<file path="src/bsc_pkg.sv">
`timescale 1ns / 1ps
// Shared types and constants for the best-screen select and clamp unit.
// No dependencies; used by bsc_scan, bsc_clamp and the top level by scoped names.
package bsc_pkg;

   // Item kinds on the request channel
   typedef enum logic [1:0] {
      KIND_LOAD_BOUNDS = 2'd0,
      KIND_LOAD_AREA   = 2'd1,
      KIND_QUERY       = 2'd2
   } kind_type;

   // Configuration register indexes
   localparam logic [1:0] CSR_SCREEN_COUNT = 2'd0;
   localparam logic [1:0] CSR_ROOT_WIDTH   = 2'd1;
   localparam logic [1:0] CSR_ROOT_HEIGHT  = 2'd2;
   localparam logic [1:0] CSR_FALLBACK_TOP = 2'd3;

   // Register reset values
   localparam logic [3:0]  SCREEN_COUNT_RESET = 4'd0;
   localparam logic [14:0] ROOT_WIDTH_RESET   = 15'd1024;
   localparam logic [14:0] ROOT_HEIGHT_RESET  = 15'd768;
   localparam logic [11:0] FALLBACK_TOP_RESET = 12'd48;

   typedef enum logic [1:0] {
      ST_IDLE,
      ST_SCAN,
      ST_AREA_RD,
      ST_CLAMP
   } state_type;

   // One stored rectangle, as kept in the screen tables
   typedef struct packed {
      logic signed [15:0] x;
      logic signed [15:0] y;
      logic [14:0]        w;
      logic [14:0]        h;
   } rect_type;

   // Window geometry of the query in flight, with its precomputed centre
   typedef struct packed {
      logic signed [15:0] x;
      logic signed [15:0] y;
      logic [14:0]        w;
      logic [14:0]        h;
      logic signed [16:0] cx;
      logic signed [16:0] cy;
   } query_type;

   typedef struct packed {
      logic [11:0] left;
      logic [11:0] right;
      logic [11:0] top;
      logic [11:0] bottom;
   } margin_type;

   typedef struct packed {
      logic busy;
      logic found;
   } scan_status_type;

endpackage

</file>
<file path="src/bsc_ram.sv">
`timescale 1ns / 1ps
// Generic single-port-write, single-port-read RAM with registered read data.
// No dependencies.
module bsc_ram #(
   parameter int WIDTH = 62,
   parameter int DEPTH = 8,
   parameter int AW    = (DEPTH > 1) ? $clog2(DEPTH) : 1
) (
   input  logic             clock,
   input  logic             wr_en,
   input  logic [AW-1:0]    wr_addr,
   input  logic [WIDTH-1:0] wr_data,
   input  logic             rd_en,
   input  logic [AW-1:0]    rd_addr,
   output logic [WIDTH-1:0] rd_data
);

   logic [WIDTH-1:0] mem_ff [DEPTH];
   logic [WIDTH-1:0] rd_data_ff;

   always_ff @(posedge clock) begin
      if (wr_en) begin
         mem_ff[wr_addr] <= wr_data;
      end
      if (rd_en) begin
         rd_data_ff <= mem_ff[rd_addr];
      end
   end

   assign rd_data = rd_data_ff;

endmodule

</file>
<file path="src/bsc_scan.sv">
`timescale 1ns / 1ps
// Screen selection pipeline: overlap and centre distance per bounds beat,
// then running best. Depends on bsc_pkg.
module bsc_scan #(
   parameter int MAX_SCREENS = 8
) (
   input  logic                       clock,
   input  logic                       reset,
   input  logic                       start,
   input  logic                       rd_vld,
   input  logic [((MAX_SCREENS > 1) ? $clog2(MAX_SCREENS) : 1)-1:0] rd_idx,
   input  bsc_pkg::rect_type          bounds,
   input  bsc_pkg::query_type         query,
   output bsc_pkg::scan_status_type   status,
   output logic [((MAX_SCREENS > 1) ? $clog2(MAX_SCREENS) : 1)-1:0] best_idx
);

   localparam int AW = (MAX_SCREENS > 1) ? $clog2(MAX_SCREENS) : 1;

   logic signed [17:0] bx, by, br, bb, br1, bb1;
   logic signed [17:0] qx, qy, qr, qb, cx, cy;
   logic signed [17:0] il, it, ir, ib;
   logic [16:0]        ow_in, oh_in, dx_in, dy_in;
   logic [16:0]        ow_ff, oh_ff, dx_ff, dy_ff;
   logic [AW-1:0]      idx1_ff, idx2_ff;
   logic               s1v_ff, s2v_ff;
   logic [33:0]        ov_ff, dx2_ff, dy2_ff;
   logic [34:0]        d2_sum;
   logic               take;
   logic               found_ff, found_in;
   logic [33:0]        best_ov_ff, best_ov_in;
   logic [34:0]        best_d_ff, best_d_in;
   logic [AW-1:0]      best_idx_ff, best_idx_in;

   // Stage 1: intersection extents and centre distance per axis
   always_comb begin
      bx  = 18'(bounds.x);
      by  = 18'(bounds.y);
      br  = bx + $signed({3'b0, bounds.w});
      bb  = by + $signed({3'b0, bounds.h});
      br1 = br - 18'sd1;
      bb1 = bb - 18'sd1;
      qx  = 18'(query.x);
      qy  = 18'(query.y);
      qr  = qx + $signed({3'b0, query.w});
      qb  = qy + $signed({3'b0, query.h});
      cx  = 18'(query.cx);
      cy  = 18'(query.cy);
      il  = (bx > qx) ? bx : qx;
      it  = (by > qy) ? by : qy;
      ir  = (br < qr) ? br : qr;
      ib  = (bb < qb) ? bb : qb;
      // an empty extent on either axis zeroes the product
      ow_in = (ir > il) ? 17'(ir - il) : '0;
      oh_in = (ib > it) ? 17'(ib - it) : '0;
      if (cx < bx) begin
         dx_in = 17'(bx - cx);
      end else if (cx > br1) begin
         dx_in = 17'(cx - br1);
      end else begin
         dx_in = '0;
      end
      if (cy < by) begin
         dy_in = 17'(by - cy);
      end else if (cy > bb1) begin
         dy_in = 17'(cy - bb1);
      end else begin
         dy_in = '0;
      end
   end

   // Stage 3: running best, first slot wins full ties
   always_comb begin
      d2_sum = {1'b0, dx2_ff} + {1'b0, dy2_ff};
      take = !found_ff || (ov_ff > best_ov_ff) ||
             ((ov_ff == best_ov_ff) && (d2_sum < best_d_ff));
      found_in    = found_ff;
      best_ov_in  = best_ov_ff;
      best_d_in   = best_d_ff;
      best_idx_in = best_idx_ff;
      if (start) begin
         found_in    = 1'b0;
         best_idx_in = '0;
      end else if (s2v_ff && take) begin
         found_in    = 1'b1;
         best_ov_in  = ov_ff;
         best_d_in   = d2_sum;
         best_idx_in = idx2_ff;
      end
   end

   always_ff @(posedge clock) begin
      if (reset) begin
         s1v_ff      <= 1'b0;
         s2v_ff      <= 1'b0;
         found_ff    <= 1'b0;
         best_idx_ff <= '0;
      end else begin
         s1v_ff      <= rd_vld;
         s2v_ff      <= s1v_ff;
         found_ff    <= found_in;
         best_idx_ff <= best_idx_in;
      end
      ow_ff      <= ow_in;
      oh_ff      <= oh_in;
      dx_ff      <= dx_in;
      dy_ff      <= dy_in;
      idx1_ff    <= rd_idx;
      // Stage 2: products
      ov_ff      <= ow_ff * oh_ff;
      dx2_ff     <= dx_ff * dx_ff;
      dy2_ff     <= dy_ff * dy_ff;
      idx2_ff    <= idx1_ff;
      best_ov_ff <= best_ov_in;
      best_d_ff  <= best_d_in;
   end

   assign status.busy  = s1v_ff || s2v_ff;
   assign status.found = found_ff;
   assign best_idx     = best_idx_ff;

endmodule

</file>
<file path="src/bsc_clamp.sv">
`timescale 1ns / 1ps
// Clamp of the preferred window position into a work area shrunk by the
// frame margins. Combinational; depends on bsc_pkg.
module bsc_clamp (
   input  bsc_pkg::rect_type   area,
   input  bsc_pkg::query_type  query,
   input  bsc_pkg::margin_type margin,
   output logic signed [17:0]  pos_x,
   output logic signed [17:0]  pos_y
);

   logic signed [17:0] lo_x, hi_x, lo_y, hi_y, pref_x, pref_y;

   always_comb begin
      pref_x = 18'(query.x);
      pref_y = 18'(query.y);
      lo_x = 18'(area.x) + $signed({6'b0, margin.left});
      hi_x = 18'(area.x) + $signed({3'b0, area.w}) - $signed({3'b0, query.w})
             - $signed({6'b0, margin.right});
      lo_y = 18'(area.y) + $signed({6'b0, margin.top});
      hi_y = 18'(area.y) + $signed({3'b0, area.h}) - $signed({3'b0, query.h})
             - $signed({6'b0, margin.bottom});
      // an empty range falls back to the minimum
      if (hi_x < lo_x || pref_x < lo_x) begin
         pos_x = lo_x;
      end else if (pref_x > hi_x) begin
         pos_x = hi_x;
      end else begin
         pos_x = pref_x;
      end
      if (hi_y < lo_y || pref_y < lo_y) begin
         pos_y = lo_y;
      end else if (pref_y > hi_y) begin
         pos_y = hi_y;
      end else begin
         pos_y = pref_y;
      end
   end

endmodule

</file>
<file path="src/best_screen_select_and_clamp_unit.sv">
`timescale 1ns / 1ps
// Top level of the best-screen select and clamp unit.
// Depends on bsc_pkg, bsc_ram, bsc_scan and bsc_clamp.

// Load beats write one rectangle into the bounds or work-area table; they give
// no response. A query beat walks the first min(screen_count, MAX_SCREENS)
// slots of the bounds table, one synchronous RAM read per cycle feeding a
// three-stage overlap/distance pipeline, then reads the chosen work area (the
// root area when no screen is found) and clamps. A query occupies the block
// through the bounds RAM walk, the pipeline drain, the work-area read and the
// clamp. The result sits in an output register, so the next beat is taken
// while it waits; a query that reaches the clamp step while the previous
// result still waits holds there.
// Table contents are undefined until loaded; configure only while idle.
module best_screen_select_and_clamp_unit #(
   parameter int MAX_SCREENS = 8
) (
   input  logic               clock,
   input  logic               reset,
   input  logic               req_valid,
   output logic               req_ready,
   input  logic [1:0]         req_kind,
   input  logic [2:0]         req_slot,
   input  logic signed [15:0] req_rect_x,
   input  logic signed [15:0] req_rect_y,
   input  logic [14:0]        req_rect_w,
   input  logic [14:0]        req_rect_h,
   input  logic               req_frame_valid,
   input  logic [11:0]        req_frame_left,
   input  logic [11:0]        req_frame_right,
   input  logic [11:0]        req_frame_top,
   input  logic [11:0]        req_frame_bottom,
   output logic               rsp_valid,
   input  logic               rsp_ready,
   output logic signed [17:0] rsp_pos_x,
   output logic signed [17:0] rsp_pos_y,
   output logic               rsp_screen_found,
   output logic [2:0]         rsp_screen_index,
   input  logic               csr_we,
   input  logic [1:0]         csr_index,
   input  logic [14:0]        csr_wdata
);

   localparam int AW = (MAX_SCREENS > 1) ? $clog2(MAX_SCREENS) : 1;
   localparam int CW = $clog2(MAX_SCREENS + 1);
   localparam int RW = $bits(bsc_pkg::rect_type);

   bsc_pkg::state_type       state_ff, state_in;
   logic [3:0]               count_ff, count_in;
   logic [14:0]              root_w_ff, root_w_in;
   logic [14:0]              root_h_ff, root_h_in;
   logic [11:0]              ftop_ff, ftop_in;
   bsc_pkg::query_type       query_ff, query_in;
   bsc_pkg::margin_type      margin_ff, margin_in;
   logic [CW-1:0]            lim_ff, lim_in, lim_new;
   logic [CW-1:0]            rd_idx_ff, rd_idx_in;
   logic                     rd_vld_ff;
   logic [AW-1:0]            rd_slot_ff;
   logic                     accept, is_query, slot_ok;
   logic                     bnd_we, area_we, bnd_rd_en, area_rd_en;
   logic                     scan_start, scan_done, rsp_free, rsp_load;
   bsc_pkg::rect_type        wr_rect, bnd_rdata, area_rdata, area_sel;
   bsc_pkg::scan_status_type scan_st;
   logic [AW-1:0]            best_idx;
   logic signed [17:0]       clamp_x, clamp_y;
   logic                     rsp_valid_ff, rsp_valid_in;
   logic signed [17:0]       rsp_x_ff, rsp_y_ff;
   logic                     rsp_found_ff;
   logic [2:0]               rsp_idx_ff;

   // ---------------- configuration registers ----------------
   always_comb begin
      count_in  = count_ff;
      root_w_in = root_w_ff;
      root_h_in = root_h_ff;
      ftop_in   = ftop_ff;
      if (csr_we) begin
         case (csr_index)
            bsc_pkg::CSR_SCREEN_COUNT: count_in  = csr_wdata[3:0];
            bsc_pkg::CSR_ROOT_WIDTH:   root_w_in = csr_wdata;
            bsc_pkg::CSR_ROOT_HEIGHT:  root_h_in = csr_wdata;
            bsc_pkg::CSR_FALLBACK_TOP: ftop_in   = csr_wdata[11:0];
            default: ;
         endcase
      end
   end

   // ---------------- request decode ----------------
   always_comb begin
      accept   = req_valid && req_ready;
      is_query = (req_kind == bsc_pkg::KIND_QUERY);
      slot_ok  = ({29'b0, req_slot} < 32'(MAX_SCREENS));
      bnd_we   = accept && slot_ok && (req_kind == bsc_pkg::KIND_LOAD_BOUNDS);
      area_we  = accept && slot_ok && (req_kind == bsc_pkg::KIND_LOAD_AREA);
      wr_rect.x = req_rect_x;
      wr_rect.y = req_rect_y;
      wr_rect.w = req_rect_w;
      wr_rect.h = req_rect_h;
      if ({28'b0, count_ff} > 32'(MAX_SCREENS)) begin
         lim_new = CW'(MAX_SCREENS);
      end else begin
         lim_new = CW'(count_ff);
      end
   end

   // ---------------- sequencer ----------------
   always_comb begin
      scan_done = (rd_idx_ff == lim_ff) && !rd_vld_ff && !scan_st.busy;
      rsp_free  = !rsp_valid_ff || rsp_ready;
   end

   always_comb begin
      state_in = state_ff;
      case (state_ff)
         bsc_pkg::ST_IDLE: begin
            if (req_valid && is_query) state_in = bsc_pkg::ST_SCAN;
         end
         bsc_pkg::ST_SCAN: begin
            if (scan_done) state_in = bsc_pkg::ST_AREA_RD;
         end
         bsc_pkg::ST_AREA_RD: begin
            state_in = bsc_pkg::ST_CLAMP;
         end
         bsc_pkg::ST_CLAMP: begin
            if (rsp_free) state_in = bsc_pkg::ST_IDLE;
         end
         default: state_in = bsc_pkg::ST_IDLE;
      endcase
   end

   always_comb begin
      req_ready  = 1'b0;
      scan_start = 1'b0;
      bnd_rd_en  = 1'b0;
      area_rd_en = 1'b0;
      rsp_load   = 1'b0;
      case (state_ff)
         bsc_pkg::ST_IDLE: begin
            req_ready  = 1'b1;
            scan_start = req_valid && is_query;
         end
         bsc_pkg::ST_SCAN: begin
            bnd_rd_en = (rd_idx_ff < lim_ff);
         end
         bsc_pkg::ST_AREA_RD: begin
            area_rd_en = scan_st.found;
         end
         bsc_pkg::ST_CLAMP: begin
            rsp_load = rsp_free;
         end
         default: ;
      endcase
   end

   // ---------------- query context ----------------
   always_comb begin
      query_in  = query_ff;
      margin_in = margin_ff;
      lim_in    = lim_ff;
      rd_idx_in = rd_idx_ff;
      if (scan_start) begin
         query_in.x  = req_rect_x;
         query_in.y  = req_rect_y;
         query_in.w  = req_rect_w;
         query_in.h  = req_rect_h;
         query_in.cx = 17'(req_rect_x) + $signed({3'b0, req_rect_w[14:1]});
         query_in.cy = 17'(req_rect_y) + $signed({3'b0, req_rect_h[14:1]});
         if (req_frame_valid) begin
            margin_in.left   = req_frame_left;
            margin_in.right  = req_frame_right;
            margin_in.top    = req_frame_top;
            margin_in.bottom = req_frame_bottom;
         end else begin
            margin_in.left   = '0;
            margin_in.right  = '0;
            margin_in.top    = ftop_ff;
            margin_in.bottom = '0;
         end
         lim_in    = lim_new;
         rd_idx_in = '0;
      end else if (bnd_rd_en) begin
         rd_idx_in = rd_idx_ff + CW'(1);
      end
   end

   // ---------------- output register ----------------
   always_comb begin
      if (rsp_load) begin
         rsp_valid_in = 1'b1;
      end else if (rsp_ready) begin
         rsp_valid_in = 1'b0;
      end else begin
         rsp_valid_in = rsp_valid_ff;
      end
      if (scan_st.found) begin
         area_sel = area_rdata;
      end else begin
         area_sel.x = '0;
         area_sel.y = '0;
         area_sel.w = root_w_ff;
         area_sel.h = root_h_ff;
      end
   end

   always_ff @(posedge clock) begin
      if (reset) begin
         state_ff     <= bsc_pkg::ST_IDLE;
         count_ff     <= bsc_pkg::SCREEN_COUNT_RESET;
         root_w_ff    <= bsc_pkg::ROOT_WIDTH_RESET;
         root_h_ff    <= bsc_pkg::ROOT_HEIGHT_RESET;
         ftop_ff      <= bsc_pkg::FALLBACK_TOP_RESET;
         rd_idx_ff    <= '0;
         lim_ff       <= '0;
         rd_vld_ff    <= 1'b0;
         rsp_valid_ff <= 1'b0;
      end else begin
         state_ff     <= state_in;
         count_ff     <= count_in;
         root_w_ff    <= root_w_in;
         root_h_ff    <= root_h_in;
         ftop_ff      <= ftop_in;
         rd_idx_ff    <= rd_idx_in;
         lim_ff       <= lim_in;
         rd_vld_ff    <= bnd_rd_en;
         rsp_valid_ff <= rsp_valid_in;
      end
      // slot number that travels with the bounds beat out of the RAM
      rd_slot_ff <= rd_idx_ff[AW-1:0];
      query_ff   <= query_in;
      margin_ff  <= margin_in;
      if (rsp_load) begin
         rsp_x_ff     <= clamp_x;
         rsp_y_ff     <= clamp_y;
         rsp_found_ff <= scan_st.found;
         rsp_idx_ff   <= scan_st.found ? 3'(best_idx) : 3'd0;
      end
   end

   // ---------------- instances ----------------
   bsc_ram #(.WIDTH(RW), .DEPTH(MAX_SCREENS), .AW(AW)) u_bounds_ram (
      .clock   (clock),
      .wr_en   (bnd_we),
      .wr_addr (AW'(req_slot)),
      .wr_data (wr_rect),
      .rd_en   (bnd_rd_en),
      .rd_addr (rd_idx_ff[AW-1:0]),
      .rd_data (bnd_rdata)
   );

   bsc_ram #(.WIDTH(RW), .DEPTH(MAX_SCREENS), .AW(AW)) u_area_ram (
      .clock   (clock),
      .wr_en   (area_we),
      .wr_addr (AW'(req_slot)),
      .wr_data (wr_rect),
      .rd_en   (area_rd_en),
      .rd_addr (best_idx),
      .rd_data (area_rdata)
   );

   bsc_scan #(.MAX_SCREENS(MAX_SCREENS)) u_scan (
      .clock    (clock),
      .reset    (reset),
      .start    (scan_start),
      .rd_vld   (rd_vld_ff),
      .rd_idx   (rd_slot_ff),
      .bounds   (bnd_rdata),
      .query    (query_ff),
      .status   (scan_st),
      .best_idx (best_idx)
   );

   bsc_clamp u_clamp (
      .area   (area_sel),
      .query  (query_ff),
      .margin (margin_ff),
      .pos_x  (clamp_x),
      .pos_y  (clamp_y)
   );

   assign rsp_valid        = rsp_valid_ff;
   assign rsp_pos_x        = rsp_x_ff;
   assign rsp_pos_y        = rsp_y_ff;
   assign rsp_screen_found = rsp_found_ff;
   assign rsp_screen_index = rsp_idx_ff;

   // ---------------- assertions ----------------
   a_rsp_from_clamp: assert property (@(posedge clock) disable iff (reset)
      $rose(rsp_valid_ff) |-> $past(state_ff == bsc_pkg::ST_CLAMP))
      else $error("response raised outside clamp step");

   a_idle_drained: assert property (@(posedge clock) disable iff (reset)
      req_ready |-> (!rd_vld_ff && !scan_st.busy))
      else $error("ready while selection pipeline still busy");

   a_read_in_range: assert property (@(posedge clock) disable iff (reset)
      bnd_rd_en |-> (rd_idx_ff < lim_ff))
      else $error("bounds read past screen count");

   a_write_idle: assert property (@(posedge clock) disable iff (reset)
      (bnd_we || area_we) |-> (state_ff == bsc_pkg::ST_IDLE))
      else $error("table write while a query is in flight");

   a_index_zero: assert property (@(posedge clock) disable iff (reset)
      (rsp_valid_ff && !rsp_found_ff) |-> (rsp_idx_ff == 3'd0))
      else $error("screen index set with no screen found");

endmodule
</file>
<file path="config.mk">
export PLATFORM = sky130hd
export DESIGN_NAME = best_screen_select_and_clamp_unit
export DESIGN_NICKNAME = d
export VERILOG_FILES = /design/src/bsc_pkg.sv /design/src/bsc_ram.sv /design/src/bsc_scan.sv /design/src/bsc_clamp.sv /design/src/best_screen_select_and_clamp_unit.sv
export SDC_FILE = /design/constraint.sdc
export NUM_CORES = 2
export LEC_CHECK = 0
export ABC_AREA = 1
export BUFFER_PORTS_ARGS = -buffer_cell sky130_fd_sc_hd__buf_2
export CAP_MARGIN = 20
export CORE_ASPECT_RATIO = 0.5
export CORE_MARGIN = 2
export CORE_UTILIZATION = 50
export CTS_CLUSTER_SIZE = 10
export DETAILED_ROUTE_END_ITERATION = 10
export PLACE_DENSITY = 0.67
export SYNTH_ARGS = -nofsm -noshare
export SYNTH_HDL_FRONTEND = slang
export SYNTH_SLANG_ARGS = --single-unit
</file>
<file path="constraint.sdc">
create_clock -name clock -period 12.88 [get_ports clock]
set_input_delay 3.864 -clock clock [delete_from_list [all_inputs] [get_ports clock]]
set_output_delay 3.864 -clock clock [all_outputs]
set_load 0.03 [all_outputs]
</file>
Word level (Yosys, flattened, before mapping)
Memories as Yosys holds them, arrays and structs flattened. A register that Yosys moved wholly into a read port is not among the register bits.
Cells that the tools add are included.

cells by class
  $add $sub $neg = 24
  multipliers = 3
  order comparisons = 20
  eq/ne operators = 13
  mux-type cells = 30
  bitwise logic cells = 1
  reduce and logical (&&, ||, !) cells = 29

operator list
  cell                                                                  count
  18-bit 2-to-1 mux                                                     8
  16-bit by 16-bit adder with 17-bit output                             6
  17-bit by 17-bit multiplier with 34-bit output                        3
  17-bit 2-to-1 mux                                                     4
  17-bit subtractor                                                     4
  62-bit 2-to-1 mux                                                     1
  16-bit by 18-bit > comparator with 1-bit output                       2
  17-bit by 18-bit > comparator with 1-bit output                       2
  18-bit > comparator                                                   2
  18-bit by 17-bit < comparator with 1-bit output                       2
  17-bit by 2-bit subtractor with 18-bit output, second input constant  2
  18-bit by 13-bit subtractor with 18-bit output                        2
  18-bit by 16-bit subtractor with 18-bit output                        2
  34-bit by 34-bit adder with 35-bit output                             1
  35-bit < comparator                                                   1
  16-bit by 13-bit adder with 17-bit output                             2
  16-bit by 15-bit adder with 17-bit output                             2
  34-bit == test                                                        1
  34-bit > comparator                                                   1
  16-bit by 17-bit < comparator with 1-bit output                       2
  17-bit by 16-bit < comparator with 1-bit output                       2
  17-bit < comparator                                                   2
  16-bit by 17-bit subtractor with 17-bit output                        2
  16-bit > comparator                                                   2
  other kinds (21)                                                      62

word-level totals
  register bits after elaboration = 496
  RAM bits = 992
  bits of input ports = 138
  output and inout port bits = 42
  memories = 2

memories
  memory               depth  width  rd ports  clocked after memory_dff  wr ports  RTL line       source
  u_area_ram.mem_ff    8      62     1         1                         1         bsc_ram.sv:18  logic [WIDTH-1:0] mem_ff [DEPTH];
  u_bounds_ram.mem_ff  8      62     1         1                         1         bsc_ram.sv:18

Logic depth before layout (Yosys ltp)
  word-level depth = 7
  mapped depth = 43
  depth with buffers taken out = 42

Hierarchy
Synthesis repeated with hierarchy kept, for this count alone.

unflattened totals
  cell total of the unflattened synthesis = 12873
  area, all modules = 112852.0 µm²

modules (own cells, without submodules)
  module                             instances  cells each  area each (µm²)  sequential area each (µm²)
  bsc_ram                            2          2223        23602.6          16756.1
  bsc_scan                           1          6087        46844.9          5675.4
  best_screen_select_and_clamp_unit  1          1100        10742.8          6746.5
  bsc_clamp                          1          1240        8059.0           0.0

Least setup slack after synthesis
Ideal clock, no wire load.

  path type = input port to flip-flop
  start = input port req_kind[0]
  end = register u_scan.best_d_ff[0] (enable)
  setup time = 0.878 ns
  arrival time = 10.042 ns
  path slack = 1.960 ns
  cell stages on the path = 4
  path buffers = 0
  path through = inv_1 > nand4_1 > inv_1 > nor2_1

on the way
  cells in the longest elaborated chain, start to end = 5

RTL lines
  item                                  RTL line                                  source
  start, declared                       best_screen_select_and_clamp_unit.sv:22   input logic [1:0] req_kind,
  2-bit == test                         best_screen_select_and_clamp_unit.sv:91   is_query = (req_kind == bsc_pkg::KIND_QUERY);
  1-bit logical AND                     best_screen_select_and_clamp_unit.sv:140  scan_start = req_valid && is_query;
  1-bit 2-to-1 mux                      best_screen_select_and_clamp_unit.sv:137  case (state_ff)
  net scan_start                        best_screen_select_and_clamp_unit.sv:61   logic scan_start, scan_done, rsp_free, rsp_load;
  1-bit inverter (no source line)       --
  2-bit AND reduction (no source line)  --
  end signal, assigned                  bsc_scan.sv:115                           best_d_ff <= best_d_in;
  end, declared                         bsc_scan.sv:32                            logic [34:0] best_d_ff, best_d_in;

The timed path passes the listed nets, and every way through them passes these cells.
A chain may end at the register's enable or synchronous reset.

Final worst setup path
  start = register u_scan.found_ff
  end = register rsp_x_ff[5], in the netlist rsp_pos_x[5], data pin

on the way
  cells in the longest elaborated chain, start to end = 7

RTL lines
  item                                                                                                                       RTL line                                  source
  start, declared                                                                                                            bsc_scan.sv:30                            logic found_ff, found_in;
  start signal, assigned                                                                                                     bsc_scan.sv:101                           found_ff <= found_in;
  62-bit 2-to-1 mux (*)                                                                                                      best_screen_select_and_clamp_unit.sv:195  if (scan_st.found) begin
  16-bit by 16-bit adder with 17-bit output                                                                                  bsc_clamp.sv:18                           hi_x = 18'(area.x) + $signed({3'b0, area.w}) - $signed({3'b0, query.w})
  18-bit by 16-bit subtractor with 18-bit output                                                                             bsc_clamp.sv:18
  18-bit by 13-bit subtractor with 18-bit output                                                                             bsc_clamp.sv:19                           - $signed({6'b0, margin.right});
  16-bit by 18-bit > comparator with 1-bit output / 18-bit by 17-bit < comparator with 1-bit output (equally long branches)  bsc_clamp.sv:26, bsc_clamp.sv:24
  18-bit 2-to-1 mux / 1-bit logical OR (equally long branches)                                                               bsc_clamp.sv:26, bsc_clamp.sv:24
  18-bit 2-to-1 mux (*)                                                                                                      bsc_clamp.sv:24                           if (hi_x < lo_x || pref_x < lo_x) begin
  net clamp_x[5]                                                                                                             best_screen_select_and_clamp_unit.sv:65   logic signed [17:0] clamp_x, clamp_y;
  end signal, assigned                                                                                                       best_screen_select_and_clamp_unit.sv:232  rsp_x_ff <= clamp_x;
  end, declared                                                                                                              best_screen_select_and_clamp_unit.sv:67   logic signed [17:0] rsp_x_ff, rsp_y_ff;

Mark *: on every way through the listed nets, which the timed path passes. The rest lies on a longest branch.

==> impl_metrics.csv <==
group,metric,value,unit
logic_synthesis,synth_instances,11814,
sta,setup_violations,0,
floorplan,boundaryPins,180,
logic_synthesis,synth_top_cell_by_area,"sky130_fd_sc_hd__edfxtp_1",
sta,final_max_slew_viol_count,0,
floorplan,design.die.area,222000,µm²
logic_synthesis,netlist_area,109000,µm²
critical_path,critical_path_data_arrival_time,7.67,ns
logic_synthesis,yosys_warnings,0,
sta,maxClockFrequency,0.140,GHz
cts,cts_post_setup_buffers_inserted,0,
sta,final-hold-violation-count,0,
route,postRouteWirelength,314000,µm
critical_path,timing.critical_path.mode_cell,"sky130_fd_sc_hd__nand2_1",
route,route.antenna.remaining_nets,0,
route,wl_per_cell,21.2,µm
logic_synthesis,yosys_register_bits,1610,
cts,clkLatencyLatePin,0.86,ns
route,vias,81918,
critical_path,regToRegEndpoint,"rsp_pos_x[5]$_DFFE_PP_",
logic_synthesis,synth-edff-count,1369,
logic_synthesis,synthDominantCellAreaShare,37.8,%
global_route,first_global_vias,78743,
cts,cts.hold.buffers_added,0,
critical_path,critPathSlowestCell,"sky130_fd_sc_hd__dfxtp_4",
floorplan,floorplan.initialDensity,50.2,%
critical_path,crit_fanout,79,
sta,setup_total_negative_slack,0,ns
cts,tritoncts,"done",
sta,final_period_minus_worst_setup_slack,7.15,ns
critical_path,crit_path_start_kind,"register",
cts,cts.htree.levels,4,
finish,fill_cells,19443,
route,detail_route.vias_per_cell,5.52,
logic_synthesis,async_flop_share,0,%
hold_path,hold_class,"register to register",
logic_synthesis,post-synth-top-count-cell,"sky130_fd_sc_hd__nand2_1",
global_route,grt_max_degree,160,
critical_path,r2r_cells,28,
logic_synthesis,post_synth_most_frequent_cells,"sky130_fd_sc_hd__nand2_1, sky130_fd_sc_hd__inv_1, sky130_fd_sc_hd__edfxtp_1",
sta,worstMarginPinSlew,1.12,ns
cts,number_of_buffers_created_by_cts,190,
sta,rsz0062_at_grt,"no",
sta,timing.max_slew.rel_slack,25.3,%
outcome,result_of_the_run,"complete, no violations",
global_route,gr-usage-all-layers,28.0,%
critical_path,worst-endpoint-required,13.40,ns
flow_run,drv_cap,0,
logic_synthesis,post_synth.cell_area_avg,9.22,µm²
route,detail_route.iter0.violations,8855,
finish,area.growth.synth_to_final,8.27,%
logic_synthesis,netlist-cell-type-count,70,
sta,final_min_period_over_clock_period,55.5,%
cts,clock_pin_slew_on_the_worst_setup_and_hold_paths,0.07,ns
logic_synthesis,synthesis.nets,13476,
route,drt_drc_violations_left,0,
cts,clk_root_buffer_cell,"sky130_fd_sc_hd__clkbuf_16",
finish,layout.nets,13535,
hold_path,timing.hold.worst_endpoint,"u_scan.idx2_ff[1]$_DFF_P_",
cts,cts.sink_count,1610,
floorplan,floorplan.rows,121,
floorplan,design.core.area,217000,µm²
hold_path,min-delay-start,"u_scan.idx1_ff[1]$_DFF_P_",
placement,setup_ws_pre_cts,5.86,ns
critical_path,worst-r2r-setup-slack,5.73,ns
route,length_of_the_first_detailed_routing_pass_in_iterations,10,
critical_path,worst_path_largest_cell_delay,0.93,ns
hold_path,min_delay_path_depth,0,
floorplan,die_y,334,µm
critical_path,critical_path.endpoint_type,"register",
critical_path,reg2reg_launch_point,"u_scan.found_ff$_SDFFE_PP0P_",
global_route,grt_pass1_wl,475000,µm
placement,hpwlAfterDp,232000,µm
sta,post-route-worst-setup-slack,5.73,ns
logic_synthesis,yosys-top-cells-area,"sky130_fd_sc_hd__edfxtp_1, sky130_fd_sc_hd__fa_1, sky130_fd_sc_hd__ha_1",
critical_path,critPathKind,"register to register",
placement,place_congestion,0.971,
floorplan,chipWidth,664,µm
global_route,grt_antenna_before_repair,30,
global_route,global_route.overflow_total,0,
logic_synthesis,synth_ff_type,"sky130_fd_sc_hd__edfxtp_1",
logic_synthesis,synth-seq-area-share,42.2,%
placement,port_buffers,179,
sta,clock-skew-final,0.110,ns
cts,postCtsResizedCells,0,
finish,drive_gt1_share,4.93,%
cts,clockBufferDepth,4,
## worst max-delay path, delay by kind of cell (launching register included)
kind                       cells  cell delay, ns
DFF                            1            0.93
AOI/OAI and AO/OA             10            1.73
xor gates and xnor gates       2            0.66
and+or+nand+nor               10            1.18
adders and majority gates      4            1.54
buffers and inverters          2            0.76
## registers in the layout, indices dropped and copies added (netlist names), 12 cells and up
register              cells
u_scan.dy2_ff            33
u_scan.dy_ff             17
u_bounds_ram.mem_ff     496
u_bounds_ram.rd_data     62
u_area_ram.rd_data       62
u_scan.ov_ff             34
u_scan.dx_ff             17
query_ff                 96
ftop_ff                  12
rsp_pos_y                18
u_scan.ow_ff             17
root_h_ff                15
margin_ff                48
root_w_ff                15
u_area_ram.mem_ff       496
u_scan.best_ov_ff        34
rsp_pos_x                18
u_scan.oh_ff             17
u_scan.best_d_ff         35
u_scan.dx2_ff            33
## through the flow
| step | std cells | area, µm² | hold WS (ns) | utilization [%] |
|---|---|---|---|---|
| final | 14850 | 118000 | 0.325 | 54.3 |
| after detailed placement | 14571 | 113000 | 0.315 | 51.9 |
| after floorplan | 11814 | 109000 | 0.310 | - |
| after CTS | 14845 | 118000 | 0.326 | 54.3 |
| after global routing | 14846 | 118000 | 0.328 | 54.3 |
| after global placement | 14570 | 113000 | 0.311 | 51.9 |
## final cells by class
| class | count | area, µm² | share of cell area (%) |
|---|---|---|---|
| Antenna cell | 5 | 12.5 | 0.0106 |
| Timing Repair Buffer | 257 | 1510 | 1.28 |
| Sequential cell | 1610 | 46000 | 39.0 |
| Inverter | 1970 | 7420 | 6.29 |
| Clock buffer | 262 | 5100 | 4.32 |
| Tap cell | 2890 | 3620 | 3.07 |
| Multi-Input combinational cell | 7844 | 54100 | 45.9 |
| Clock inverter | 12 | 160 | 0.136 |
## cells by family (layout without fill, tap and decap cells)
logic type,count (synthesis),count (layout),share of synthesized area [%]
compound gates,1833,1833,9.32
xor+xnor,351,351,2.91
fa+ha+maj,1524,1524,22.0
buf+inv,2360,2501,8.24
flops,1610,1610,42.2
other cells,0,5,0
simple gates,4136,4136,15.4
## placed cells by master, fill, tap and decap left out, types with 15 or more instances in the layout
| cell type | count |
|---|---|
| sky130_fd_sc_hd__inv_2 | 15 |
| sky130_fd_sc_hd__nor2_4 | 20 |
| sky130_fd_sc_hd__a21o_1 | 55 |
| sky130_fd_sc_hd__nand4_1 | 86 |
| sky130_fd_sc_hd__o21bai_1 | 39 |
| sky130_fd_sc_hd__fa_1 | 644 |
| sky130_fd_sc_hd__a21boi_0 | 28 |
| sky130_fd_sc_hd__nand2_1 | 2136 |
| sky130_fd_sc_hd__clkbuf_16 | 191 |
| sky130_fd_sc_hd__a31oi_1 | 145 |
| sky130_fd_sc_hd__clkbuf_1 | 66 |
| sky130_fd_sc_hd__o21ai_0 | 834 |
| sky130_fd_sc_hd__nand2_2 | 15 |
| sky130_fd_sc_hd__a211oi_1 | 16 |
| sky130_fd_sc_hd__buf_4 | 76 |
| sky130_fd_sc_hd__edfxtp_1 | 1369 |
| sky130_fd_sc_hd__ha_1 | 880 |
| sky130_fd_sc_hd__buf_2 | 179 |
| sky130_fd_sc_hd__nor3_1 | 69 |
| sky130_fd_sc_hd__nor4_1 | 19 |
| sky130_fd_sc_hd__o22ai_1 | 124 |
| sky130_fd_sc_hd__nand3_1 | 363 |
| sky130_fd_sc_hd__xnor2_1 | 94 |
| sky130_fd_sc_hd__dfxtp_1 | 236 |
| sky130_fd_sc_hd__nand3b_1 | 41 |
| sky130_fd_sc_hd__inv_1 | 1947 |
| sky130_fd_sc_hd__xor2_1 | 249 |
| sky130_fd_sc_hd__nor2_1 | 1341 |
| sky130_fd_sc_hd__a21oi_1 | 496 |
## how the worst max path moves through the flow
stage                                     to  depth (start not counted)                         start  slack (ns)
2_1_floorplan  u_scan.best_d_ff[0]$_DFFE_PP_                          4                   req_kind[0]        1.96
3_3_place_gp          rsp_pos_x[4]$_DFFE_PP_                         27  u_scan.found_ff$_SDFFE_PP0P_        5.83
3_5_place_dp          rsp_pos_x[4]$_DFFE_PP_                         28  u_scan.found_ff$_SDFFE_PP0P_        5.86
4_1_cts               rsp_pos_x[1]$_DFFE_PP_                         32  u_scan.found_ff$_SDFFE_PP0P_        5.79
5_1_grt               rsp_pos_x[1]$_DFFE_PP_                         32  u_scan.found_ff$_SDFFE_PP0P_        5.05
6_report              rsp_pos_x[5]$_DFFE_PP_                         28  u_scan.found_ff$_SDFFE_PP0P_        5.73
## per-layer routing
layer	wire, µm	GRT usage, %	vias up
met3	29800	5.31	477
li1	-	-	38684
met1	141000	41.7	39323
met5	220	0	-
met2	134000	42.0	3424
met4	9470	7.52	10
Power is left out: the tool's default activity adds up to more than one toggle a clock period on the data nets, which glitch-free logic cannot reach.
